## src/sv/sawa_pkg.sv

```systemverilog
// Shared types, codes and helpers of the stop-and-wait ARQ unit.
`timescale 1ns / 1ps
package sawa_pkg;

  localparam int NBYTES      = 5;
  localparam int MAX_PAYLOAD = 5;
  localparam int LEN_CAP_INT = (MAX_PAYLOAD < NBYTES) ? MAX_PAYLOAD : NBYTES;
  localparam logic [2:0] LEN_CAP = 3'(LEN_CAP_INT);

  localparam logic [1:0] OP_TICK = 2'd0;
  localparam logic [1:0] OP_SEND = 2'd1;
  localparam logic [1:0] OP_RX   = 2'd2;

  localparam logic [7:0]  HDR_ACK  = 8'd3;
  localparam logic [2:0]  ACK_LEN  = 3'd2;
  localparam logic [15:0] AGE_MAX  = 16'hFFFF;

  localparam int          CFG_IDX_W         = 8;
  localparam logic [7:0]  CFG_RETX_TIMEOUT  = 8'd0;
  localparam logic [7:0]  CFG_ACK_DELAY     = 8'd1;
  localparam logic [15:0] RETX_TIMEOUT_RST  = 16'd1000;
  localparam logic [15:0] ACK_DELAY_RST     = 16'd100;

  localparam int          FIFO_DEPTH = 4;
  localparam int          FIFO_AW    = $clog2(FIFO_DEPTH);

  typedef logic [NBYTES-1:0][7:0] bytes_t;

  typedef struct packed {
    logic [1:0] op;
    logic [2:0] tx_len;
    logic [7:0] tx_b0;
    logic [7:0] tx_b1;
    logic [7:0] tx_b2;
    logic [7:0] tx_b3;
    logic [7:0] tx_b4;
    logic       tx_want_ack;
    logic [7:0] rx_id;
    logic [7:0] rx_header;
    logic [7:0] rx_ack_id;
  } in_item_t;

  typedef struct packed {
    logic       frame_valid;
    logic [7:0] frame_id;
    logic [2:0] frame_len;
    logic [7:0] frame_b0;
    logic [7:0] frame_b1;
    logic [7:0] frame_b2;
    logic [7:0] frame_b3;
    logic [7:0] frame_b4;
    logic       send_busy;
    logic       last;
  } out_item_t;

  // results produced by one item, r0 goes out first
  typedef struct packed {
    logic [1:0] cnt;
    out_item_t  r0;
    out_item_t  r1;
  } push_t;

  // builds a result; bytes at or past len read as zero
  function automatic out_item_t make_result(input logic valid, input logic [7:0] id,
                                            input logic [2:0] len, input bytes_t b,
                                            input logic busy, input logic last);
    out_item_t r;
    bytes_t    m;
    for (int i = 0; i < NBYTES; i++) begin
      m[i] = (3'(i) < len) ? b[i] : 8'd0;
    end
    r.frame_valid = valid;
    r.frame_id    = id;
    r.frame_len   = len;
    r.frame_b0    = m[0];
    r.frame_b1    = m[1];
    r.frame_b2    = m[2];
    r.frame_b3    = m[3];
    r.frame_b4    = m[4];
    r.send_busy   = busy;
    r.last        = last;
    return r;
  endfunction

  function automatic logic [15:0] age_inc(input logic [15:0] a);
    return (a == AGE_MAX) ? a : a + 16'd1;
  endfunction

endpackage

```

## src/sv/sawa_fifo.sv

```systemverilog
// Result queue: takes up to two results per cycle, hands out one.
`timescale 1ns / 1ps
module sawa_fifo
  import sawa_pkg::*;
(
  input  logic                  clk_i,
  input  logic                  rst_ni,
  input  push_t                 push_i,
  output logic [FIFO_AW:0]      count_o,
  output logic                  out_valid_o,
  input  logic                  out_ready_i,
  output out_item_t             out_data_o
);

  out_item_t          mem_q [FIFO_DEPTH];
  logic [FIFO_AW-1:0] head_q, head_d;
  logic [FIFO_AW-1:0] tail_q, tail_d;
  logic [FIFO_AW:0]   count_q, count_d;
  logic               pop;

  assign pop         = out_valid_o && out_ready_i;
  assign out_valid_o = (count_q != '0);
  assign out_data_o  = mem_q[head_q];
  assign count_o     = count_q;

  always_comb begin
    head_d  = head_q + FIFO_AW'(pop);
    tail_d  = tail_q + FIFO_AW'(push_i.cnt);
    count_d = count_q + (FIFO_AW+1)'(push_i.cnt) - (FIFO_AW+1)'(pop);
  end

  always_ff @(posedge clk_i) begin
    if (push_i.cnt != 2'd0) begin
      mem_q[tail_q] <= push_i.r0;
    end
    if (push_i.cnt == 2'd2) begin
      mem_q[tail_q + FIFO_AW'(1)] <= push_i.r1;
    end
  end

  always_ff @(posedge clk_i or negedge rst_ni) begin
    if (!rst_ni) begin
      head_q  <= '0;
      tail_q  <= '0;
      count_q <= '0;
    end else begin
      head_q  <= head_d;
      tail_q  <= tail_d;
      count_q <= count_d;
    end
  end

endmodule

```

## src/sv/sawa_core.sv

```systemverilog
// Registered input item, link state and the per-item decision logic.
`timescale 1ns / 1ps
module sawa_core
  import sawa_pkg::*;
(
  input  logic                 clk_i,
  input  logic                 rst_ni,
  input  logic                 in_accept_i,
  input  in_item_t             in_data_i,
  input  logic                 cfg_accept_i,
  input  logic [CFG_IDX_W-1:0] cfg_index_i,
  input  logic [15:0]          cfg_data_i,
  output logic                 busy_o,
  output push_t                push_o
);

  logic        item_vld_q;
  in_item_t    item_q;

  logic [15:0] retx_timeout_q, ack_delay_q;

  logic [7:0]  next_id_q, next_id_d;
  logic        wait_valid_q, wait_valid_d;
  logic [7:0]  wait_id_q, wait_id_d;
  logic [2:0]  wait_len_q, wait_len_d;
  bytes_t      wait_bytes_q, wait_bytes_d;
  logic [15:0] wait_age_q, wait_age_d;
  logic        ack_pending_q, ack_pending_d;
  logic [7:0]  ack_id_q, ack_id_d;
  logic [15:0] ack_age_q, ack_age_d;

  logic [15:0] wait_age_inc, ack_age_inc;
  logic        ack_fire, retx_fire;
  logic [2:0]  tx_len_c;
  bytes_t      tx_bytes, ack_bytes;
  out_item_t   ack_res, retx_res, send_res;

  assign busy_o = item_vld_q;

  always_comb begin
    wait_age_inc = age_inc(wait_age_q);
    ack_age_inc  = age_inc(ack_age_q);
    ack_fire     = ack_pending_q && (ack_age_inc >= ack_delay_q);
    retx_fire    = wait_valid_q && (wait_age_inc >= retx_timeout_q);

    tx_len_c = item_q.tx_len;
    if (tx_len_c == 3'd0) begin
      tx_len_c = 3'd1;
    end else if (tx_len_c > LEN_CAP) begin
      tx_len_c = LEN_CAP;
    end
    tx_bytes  = {item_q.tx_b4, item_q.tx_b3, item_q.tx_b2, item_q.tx_b1, item_q.tx_b0};
    ack_bytes = '0;
    ack_bytes[0] = HDR_ACK;
    ack_bytes[1] = ack_id_q;

    ack_res  = make_result(1'b1, next_id_q, ACK_LEN, ack_bytes, 1'b0, !retx_fire);
    retx_res = make_result(1'b1, wait_id_q, wait_len_q, wait_bytes_q, 1'b0, 1'b1);
    if (wait_valid_q) begin
      send_res = make_result(1'b0, 8'd0, 3'd0, '0, 1'b1, 1'b1);
    end else begin
      send_res = make_result(1'b1, next_id_q, tx_len_c, tx_bytes, 1'b0, 1'b1);
    end

    next_id_d     = next_id_q;
    wait_valid_d  = wait_valid_q;
    wait_id_d     = wait_id_q;
    wait_len_d    = wait_len_q;
    wait_bytes_d  = wait_bytes_q;
    wait_age_d    = wait_age_q;
    ack_pending_d = ack_pending_q;
    ack_id_d      = ack_id_q;
    ack_age_d     = ack_age_q;
    push_o        = '0;

    if (item_vld_q) begin
      case (item_q.op)
        OP_TICK: begin
          wait_age_d = retx_fire ? 16'd0 : wait_age_inc;
          ack_age_d  = ack_age_inc;
          if (ack_fire) begin
            next_id_d     = next_id_q + 8'd1;
            ack_pending_d = 1'b0;
            push_o.r0     = ack_res;
            push_o.r1     = retx_res;
            push_o.cnt    = retx_fire ? 2'd2 : 2'd1;
          end else if (retx_fire) begin
            push_o.r0  = retx_res;
            push_o.cnt = 2'd1;
          end
        end
        OP_SEND: begin
          push_o.r0  = send_res;
          push_o.cnt = 2'd1;
          if (!wait_valid_q) begin
            next_id_d = next_id_q + 8'd1;
            if (item_q.tx_want_ack) begin
              wait_valid_d = 1'b1;
              wait_id_d    = next_id_q;
              wait_len_d   = tx_len_c;
              for (int i = 0; i < NBYTES; i++) begin
                wait_bytes_d[i] = (3'(i) < tx_len_c) ? tx_bytes[i] : 8'd0;
              end
              wait_age_d   = 16'd0;
            end
          end
        end
        OP_RX: begin
          if (item_q.rx_header == HDR_ACK && wait_valid_q
              && item_q.rx_ack_id == wait_id_q) begin
            wait_valid_d = 1'b0;
          end
          if (item_q.rx_header < HDR_ACK) begin
            ack_pending_d = 1'b1;
            ack_id_d      = item_q.rx_id;
            ack_age_d     = 16'd0;
          end
        end
        default: begin
        end
      endcase
    end
  end

  always_ff @(posedge clk_i) begin
    if (in_accept_i) begin
      item_q <= in_data_i;
    end
    wait_bytes_q <= wait_bytes_d;
  end

  always_ff @(posedge clk_i or negedge rst_ni) begin
    if (!rst_ni) begin
      item_vld_q     <= 1'b0;
      retx_timeout_q <= RETX_TIMEOUT_RST;
      ack_delay_q    <= ACK_DELAY_RST;
      next_id_q      <= '0;
      wait_valid_q   <= 1'b0;
      wait_id_q      <= '0;
      wait_len_q     <= '0;
      wait_age_q     <= '0;
      ack_pending_q  <= 1'b0;
      ack_id_q       <= '0;
      ack_age_q      <= '0;
    end else begin
      item_vld_q    <= in_accept_i;
      next_id_q     <= next_id_d;
      wait_valid_q  <= wait_valid_d;
      wait_id_q     <= wait_id_d;
      wait_len_q    <= wait_len_d;
      wait_age_q    <= wait_age_d;
      ack_pending_q <= ack_pending_d;
      ack_id_q      <= ack_id_d;
      ack_age_q     <= ack_age_d;
      if (cfg_accept_i) begin
        case (cfg_index_i)
          CFG_RETX_TIMEOUT: retx_timeout_q <= cfg_data_i;
          CFG_ACK_DELAY:    ack_delay_q    <= cfg_data_i;
          default: begin
          end
        endcase
      end
    end
  end

`ifndef NO_ASSERTIONS
  // two results in one item only on a tick: the ACK first, then the resend
  a_pair_order: assert property (@(posedge clk_i) disable iff (!rst_ni)
    push_o.cnt == 2'd2 |-> item_q.op == OP_TICK && push_o.r0.frame_b0 == HDR_ACK
                           && !push_o.r0.last && push_o.r1.last)
    else $error("bad result pair");
  a_single_last: assert property (@(posedge clk_i) disable iff (!rst_ni)
    push_o.cnt == 2'd1 |-> push_o.r0.last)
    else $error("single result without last");
  // a send while a frame is kept must be rejected and leave next_id alone
  a_busy_reject: assert property (@(posedge clk_i) disable iff (!rst_ni)
    item_vld_q && item_q.op == OP_SEND && wait_valid_q
      |=> $stable(next_id_q) && $stable(wait_id_q))
    else $error("send accepted while a frame awaits acknowledgement");
  // a resend restarts the age counter
  a_retx_age: assert property (@(posedge clk_i) disable iff (!rst_ni)
    item_vld_q && item_q.op == OP_TICK && retx_fire |=> wait_age_q == 16'd0)
    else $error("age not cleared after resend");
`endif

endmodule

```

## src/sv/stop_and_wait_arq_delayed_ack_unit.sv

```systemverilog
// Top level of the stop-and-wait ARQ link unit with a delayed acknowledgement.
//
// Input channel (in_valid_i/in_ready_o/in_data_i): one transaction per item:
// a millisecond tick, a send request or a received frame.
// Output channel (out_valid_o/out_ready_i/out_data_o): result transactions;
// a send gives one, a tick zero to two (ACK frame first), a received frame
// none. The final result of an item carries last.
// Config channel (cfg_valid_i/cfg_ready_o): always ready; index 0 sets the
// retransmit timeout, index 1 the ACK delay. Other indexes are ignored.
// Pipeline: an item is registered, decided in the next cycle and its results
// enter a 4-entry result queue, from which the first result is presented.
// Items are taken one per cycle while the queue has room for two
// results; the output drains one result per cycle while out_ready_i is high,
// so ticks that yield two results cannot be sustained at one item per cycle.
// Reset clears the link state and queue and loads the default timeouts.
// When the receiver stalls, the queue fills and in_ready_o drops until it has
// room for the results of the item in flight plus two more.
`timescale 1ns / 1ps
module stop_and_wait_arq_delayed_ack_unit
  import sawa_pkg::*;
(
  input  logic                 clk_i,
  input  logic                 rst_ni,
  input  logic                 in_valid_i,
  output logic                 in_ready_o,
  input  in_item_t             in_data_i,
  output logic                 out_valid_o,
  input  logic                 out_ready_i,
  output out_item_t            out_data_o,
  input  logic                 cfg_valid_i,
  output logic                 cfg_ready_o,
  input  logic [CFG_IDX_W-1:0] cfg_index_i,
  input  logic [15:0]          cfg_data_i
);

  logic             in_accept;
  logic             core_busy;
  push_t            push;
  logic [FIFO_AW:0] fifo_count;
  logic [FIFO_AW:0] pending;

  // reserve two queue slots for the next item on top of what is in flight
  assign pending     = core_busy ? (FIFO_AW+1)'(push.cnt) : '0;
  assign in_ready_o  = (fifo_count + pending) <= (FIFO_AW+1)'(FIFO_DEPTH - 2);
  assign in_accept   = in_valid_i && in_ready_o;
  assign cfg_ready_o = 1'b1;

  sawa_core u_core (
    .clk_i        (clk_i),
    .rst_ni       (rst_ni),
    .in_accept_i  (in_accept),
    .in_data_i    (in_data_i),
    .cfg_accept_i (cfg_valid_i),
    .cfg_index_i  (cfg_index_i),
    .cfg_data_i   (cfg_data_i),
    .busy_o       (core_busy),
    .push_o       (push)
  );

  sawa_fifo u_fifo (
    .clk_i       (clk_i),
    .rst_ni      (rst_ni),
    .push_i      (push),
    .count_o     (fifo_count),
    .out_valid_o (out_valid_o),
    .out_ready_i (out_ready_i),
    .out_data_o  (out_data_o)
  );

`ifndef NO_ASSERTIONS
  a_no_overflow: assert property (@(posedge clk_i) disable iff (!rst_ni)
    fifo_count <= (FIFO_AW+1)'(FIFO_DEPTH))
    else $error("result queue overflow");
  a_ready_room: assert property (@(posedge clk_i) disable iff (!rst_ni)
    in_accept |=> fifo_count <= (FIFO_AW+1)'(FIFO_DEPTH - 2))
    else $error("item accepted without room for its results");
`endif

endmodule
```

## config.mk

```make
export PLATFORM = sky130hd
export DESIGN_NAME = stop_and_wait_arq_delayed_ack_unit
export DESIGN_NICKNAME = d
export VERILOG_FILES = /design/src/sv/sawa_pkg.sv /design/src/sv/sawa_fifo.sv /design/src/sv/sawa_core.sv /design/src/sv/stop_and_wait_arq_delayed_ack_unit.sv
export SDC_FILE = /design/constraint.sdc
export NUM_CORES = 1
export LEC_CHECK = 0
export BUFFER_PORTS_ARGS = -buffer_cell sky130_fd_sc_hd__buf_2
export CORE_AREA = 5 5 255 257
export DETAILED_ROUTE_END_ITERATION = 10
export DIE_AREA = 0 0 260 262
export HOLD_SLACK_MARGIN = 0.1
export MAX_ROUTING_LAYER = met4
export PLACE_DENSITY = 0.58
export RECOVER_POWER = 100
export SYNTH_ARGS = -nofsm -noshare
export SYNTH_HDL_FRONTEND = slang
export SYNTH_SLANG_ARGS = --single-unit
```

## constraint.sdc

```tcl
create_clock -name clk_i -period 8.81 [get_ports clk_i]
set_input_delay 1.762 -clock clk_i [delete_from_list [all_inputs] [get_ports clk_i]]
set_output_delay 1.762 -clock clk_i [all_outputs]
set_load 0.02 [all_outputs]
```

After elaboration in Yosys (flattened, before gate mapping). Memory sizes are Yosys's and may differ from the RTL's. Index checks and enable logic that the tools add are counted. Widths: inputs -> output; s select.

Add/sub/neg operators: 9. Reduce and logical (&&, ||, !) cells: 24. Magnitude comparators: 15. Multiplexer cells: 43. Equal/unequal tests: 13. Bitwise gates (word level): 1.

Operators by type and width (number): $mux 54 (3); $pmux 56 s2 (1); $mux 110 (1); $mux 16 (6); $mux 8 (12); $pmux 16 s2 (2); $mux 56 (1); $mux 55 (1); $add 16x1->16 const B (2); $eq 16x16->1 const B (2); $ge 16x16->1 (2); $pmux 8 s2 (1); $reduce_and 4->1 (4); $lt 1x3->1 const A (4); $lt 2x3->1 const A (4); $mux 1 (9); $reduce_and 3->1 (3); $add 8x1->8 const B (1); $eq 8x1->1 const B (1); $eq 8x2->1 const B (1); $eq 8x8->1 (1); $logic_not 8->1 (1); $lt 8x2->1 const B (1); $ne 2x1->1 const B (4); other kinds (22) (37).

Input port bits: 99. Output and inout port bits: 57. Memory bits (writable): 216. Word-level logic and storage cells: 136. Memories: 1. Register bits after elaboration: 211.

Memories: u_fifo.mem_q (depth 4, bits a word 54, read ports 1, clocked after memory_dff 0, write ports 2, RTL line sawa_fifo.sv:15) `out_item_t mem_q [FIFO_DEPTH];`.

Depth between registers and ports, before layout.
Depth in word-level cells: 12. Depth in mapped cells: 24. Gate-level depth less buffers: 20.

By module. From an unflattened synthesis, not the netlist that was laid out.

Cells, all modules: 1533. Area, all modules: 21772.1 µm².

Modules (own cells, without submodules): sawa_fifo (times used 1, area each 11185.7 µm², sequential area each 6661.4 µm², cells an instance 564); sawa_core (times used 1, area each 10500.1 µm², sequential area each 5666.7 µm², cells an instance 959); stop_and_wait_arq_delayed_ack_unit (times used 1, area each 86.3 µm², sequential area each 0.0 µm², cells an instance 10).

Worst setup path after synthesis. OpenSTA, ideal clock, no wires.

Kind: register to register. Start point: register u_core.wait_age_q[0]. End point: register u_core.item_q[0] in the netlist's numbering (enable). Period minus slack after synthesis: 6.994 ns. Buffers on the path: 4. Slack: 1.816 ns. Arrival: 6.558 ns. Required time: 8.374 ns. Library setup time: 0.436 ns. Cell stages (with the launch flop): 25. Cells stage by stage: dfrtp_1 > ha_1 > inv_1 > or3_4 > or2_1 > buf_6 > and3_4 > xor2_1 > ha_1 > o211ai_1 > nor2_1 > a31oi_1 > a21oi_1 > clkbuf_1 > clkbuf_1 > ha_1 > clkbuf_1 > o21ai_1 > inv_1 > ha_1 > inv_1 > fa_1 > inv_1 > a21oi_1 > and2_1.

Cells in the longest elaborated chain, start to end: 12. Elaborated cells on any way between the ends: 14. Classes of those cells: 2 x add/sub; 2 x order compare; 1 x eq/ne; 7 x mux; 2 x reduce/logical.

Ends and longest elaborated chain: from (decl) (RTL line sawa_core.sv:27) `logic [15:0] wait_age_q, wait_age_d;`; from (signal assigned) (RTL line sawa_core.sv:151) `wait_age_q <= wait_age_d;`; $add 16x1->16 or $eq 16x16->1 (tied branches) (RTL line sawa_pkg.sv:86) `return (a == AGE_MAX) ? a : a + 16'd1;`; $mux 16 * (RTL line sawa_pkg.sv:86); $ge 16x16->1 * (RTL line sawa_core.sv:44) `retx_fire = wait_valid_q && (wait_age_inc >= retx_timeout_q);`; $logic_and 1x1->1 * (RTL line sawa_core.sv:44); $mux 55 or $mux 2 (tied branches) (RTL line sawa_core.sv:87, sawa_core.sv:86); $mux 56 * (RTL line sawa_core.sv:81) `if (ack_fire) begin`; $pmux 56 s2 * (RTL line sawa_core.sv:77) `case (item_q.op)`; $mux 110 * (RTL line sawa_core.sv:76) `if (item_vld_q) begin`; $mux 2 * (RTL line stop_and_wait_arq_delayed_ack_unit.sv:43) `assign pending = core_busy ? (FIFO_AW+1)'(push.cnt) : '0;`; $add 3x2->3 * (RTL line stop_and_wait_arq_delayed_ack_unit.sv:44) `assign in_ready_o = (fifo_count + pending) <= (FIFO_AW+1)'(FIFO_DEPTH - 2);`; $le 3x2->1 * (RTL line stop_and_wait_arq_delayed_ack_unit.sv:44); net in_ready_o (RTL line stop_and_wait_arq_delayed_ack_unit.sv:25) `output logic in_ready_o,`; $logic_and 1x1->1 * (RTL line stop_and_wait_arq_delayed_ack_unit.sv:45) `assign in_accept = in_valid_i && in_ready_o;`; net in_accept (RTL line stop_and_wait_arq_delayed_ack_unit.sv:36) `logic in_accept;`; to (signal assigned) (RTL line sawa_core.sv:127) `item_q <= in_data_i;`; to (decl) (RTL line sawa_core.sv:18) `in_item_t item_q;`.

The timed path passes the listed nets; every way through them passes the cells marked *. A chain may end at the register's enable or synchronous reset.

==> results.cfg <==
[timing]
fin_skew_ps = 24.13
finalSetupViolCount = 0
finalHoldViolCount = 0
worstMarginPinSlew_ps = 3338
slew_headroom = -1.226
period_needed_ps = 8217
finalSetupTns_ps = 0
rsz0062_at_grt = false
drv_slew = 544
post-route-period-util = 0.9326
max_freq_ghz = 0.1217

[worst_setup_path]
r2r_start = u_core.ack_age_q[3]$_DFFE_PN0P_
worstSetupStartpoint = u_core.ack_age_q[3]$_DFFE_PN0P_
critPathMaxFanout = 50
path_delay_family = buffers and inverters
path_cells = nand4_1, nor4_1, buf_4, mux2_1, ha_1, nor2b_1, o211a_1, o31ai_4, a31oi_1, ha_1, nand4bb_1, clkbuf_1, o21ai_0, nand2_2, buf_4, nor2_1, a32oi_2, clkbuf_1, o22ai_1
start_kind = flop
slowest_delay_ps = 1440
worstSetupPathType = flop to flop
arrival_ps = 8470
slowest_stage = clkbuf_1
crit_required_ps = 9060
critPathCaptureType = flop
cp_num_buf_inv = 4

[global_routing]
grt_pass1_vias = 16340
met3_usage = 0.03353
grt_max_degree = 66
grt_pass1_wl_um = 97750
grt_overflow = 0
antenna_found_initial = 2
use_met1 = 0.2419
busiest_layer = met2
grt_use_total = 0.1904
grtUsageMet2 = 0.3144

[run_status]
failed_checks = capacitance limit, slew limit
status = finished, violations left

[hold_path]
min_from = u_core.item_q[57]$_DFFE_PP_
min_path_type = flop to flop

[routing]
firstDrtPassIters = 7
vias_per_cell = 5.722
wirelength_um = 64980
wl_per_cell_um = 22.83
drt-initial-drc-count = 1756
vias = 16280
detail_route.drc_violations = 0
ant_nets = 0

[logic_synthesis]
synthCells = 1877
netlist_area_um2 = 21630
synth_edf_count = 322
synth.ff_latch_count = 427
postSynthAreaPerCell_um2 = 11.52
ys.flop_type = edfxtp_1
syn_nets = 2021
ys_seq_area_frac = 0.5682
yosysWarnings = 0
async_reset_ff_frac = 0.2365
synth_cell_type_count = 76

[power]
ir_worst_vdd_mv = 0.1707
p_switching_mw = 2.098
power.internal_mw = 4.042
comb_power_share = 0.246
swShare = 0.3416
p_per_area_nw_per_um2 = 249.8
pwr-share-clk = 0.326
p_seq_frac = 0.427
leakage_nw = 8.656

[finish]
layout_common_cells = edfxtp_1, nand2_1, nor2_1
fillers = 5974
area_delta_synth_final_pct = 13.64
layout.cells.non_filler = 2846
nets = 2105
drive_above_1_share = 0.1517
layout_commonest_cell = edfxtp_1

[clocking]
clkLatencyLatePin_ps = 610
ctsHoldBuffers = 0
cts.root.buffer_cell = clkbuf_16
postCtsSetupBuffers = 0
numClockSinks = 427
clk_pin_slew_worst_paths_ps = 60
ctsResizeCount = 0
cts_tree = done
htree_levels = 2
cts_buffer_depth = 3
cts_inserted_buffers = 48

[flow_run]
maxCapViolations = 15

[placed_design]
place_congestion = 0.8949
dpl.cell_count = 2757
hpwl_um = 40730
port_buffers = 154

[die]
die_y_um = 262
start_util = 0.3460
core_um2 = 62500
ios = 156
dieArea_um2 = 68120
rows = 92
fp.dieW_um = 260
metrics by stage:
| stage | instance area [um2] | total power [mW] | hold slack [ps] | worst slack (ps) | util |
|---|---|---|---|---|---|
| floorplan | 21630 | 3.627 | 433.1 | 1816 | - |
| finish | 24580 | 6.140 | 430.0 | 593.4 | 0.3932 |
| global placement | 23200 | 4.190 | 427.1 | 1812 | 0.3712 |
| global route | 24580 | 6.424 | 446.8 | 334.4 | 0.3932 |
| detailed placement | 23200 | 4.222 | 431.6 | 1645 | 0.3712 |
| CTS | 24770 | 6.231 | 436.7 | 975.9 | 0.3963 |
flip-flops by register name (all words and copies together), names as in the netlist, 3 cells and up:
register	cells
u_fifo.count_o	3
u_core.ack_id_q	8
u_fifo.mem_q	216
u_core.item_q	70
u_core.wait_len_q	3
u_core.ack_age_q	16
u_core.ack_delay_q	16
u_core.next_id_q	8
u_core.wait_age_q	16
u_core.retx_timeout_q	16
u_core.wait_id_q	8
u_core.wait_bytes_q	40
power by group through the flow:
stage	combinational, mW	clock [mW]	sequential, mW
final	1.51	2.00	2.62
after global routing	1.64	2.13	2.65
after CTS	1.57	2.04	2.62
after detailed placement	1.56	0	2.66
after global placement	1.54	0	2.65
after floorplan	1.14	0	2.48
worst paths after layout:
check / to / depth (start not counted) / slack [ps]
min in group asynchronous: u_core.ack_id_q[2]$_DFFE_PN0P_ / 1 / 1940
worst max-delay path: u_fifo.mem_q[0][10]$_DFFE_PP_ / 19 / 590
max in group asynchronous: u_core.wait_age_q[15]$_DFFE_PN0P_ / 2 / 2680
worst max register to register: u_fifo.mem_q[0][10]$_DFFE_PP_ / 19 / 590
worst min-delay path: u_core.wait_bytes_q[0]$_DFFE_PP_ / 0 / 430
worst min register to register: u_core.wait_bytes_q[0]$_DFFE_PP_ / 0 / 430
kinds of logic after synthesis:
| family | count (synthesis) | synth area share |
|---|---|---|
| flops | 427 | 0.5682 |
| xor+xnor | 42 | 0.01701 |
| compound gates | 455 | 0.1417 |
| buf+inv | 223 | 0.04062 |
| simple gates | 599 | 0.1332 |
| fa+ha+maj | 45 | 0.02673 |
| other cells | 1 | 0.0001734 |
| mux | 85 | 0.07238 |
per-layer routing:
layer | wire, um | vias to the layer above
li1 | - | 7354
met1 | 26560 | 8006
met2 | 31600 | 781
met3 | 5158 | 143
met4 | 1669 | 0
met5 | 0 | -
Yosys cell counts (all sizes together), types with 16 or more instances:
library cell	number	area share
xnor2	17	0.0069
xor2	25	0.010
o2bb2ai	20	0.0081
inv	63	0.011
o22ai	69	0.020
ha	43	0.025
mux2	31	0.016
dfrtp	92	0.11
buf	32	0.0075
o2111ai	16	0.0065
a21oi	55	0.013
o31ai	48	0.017
nand2	204	0.036
a41oi	17	0.0069
mux4	54	0.056
nand4	50	0.015
o311ai	16	0.0065
and2	56	0.016
edfxtp	322	0.45
nand3	76	0.018
nor2	132	0.023
clkbuf	127	0.022
a31oi	53	0.016
o21ai	90	0.021
final cells by class:
cell class | instances | area (um2) | area share
well taps | 846 | 1059 | 0.04307
clock inverters | 29 | 279.0 | 0.01135
flip-flops and latches | 427 | 12290 | 0.5001
clock buffers | 58 | 1290 | 0.05249
diodes | 2 | 5.005 | 0.0002036
repair buffers | 193 | 913.4 | 0.03717
multi-input cells | 1227 | 8501 | 0.3459
inverters | 64 | 240.2 | 0.009775
Power figures use the tool's default switching activity.
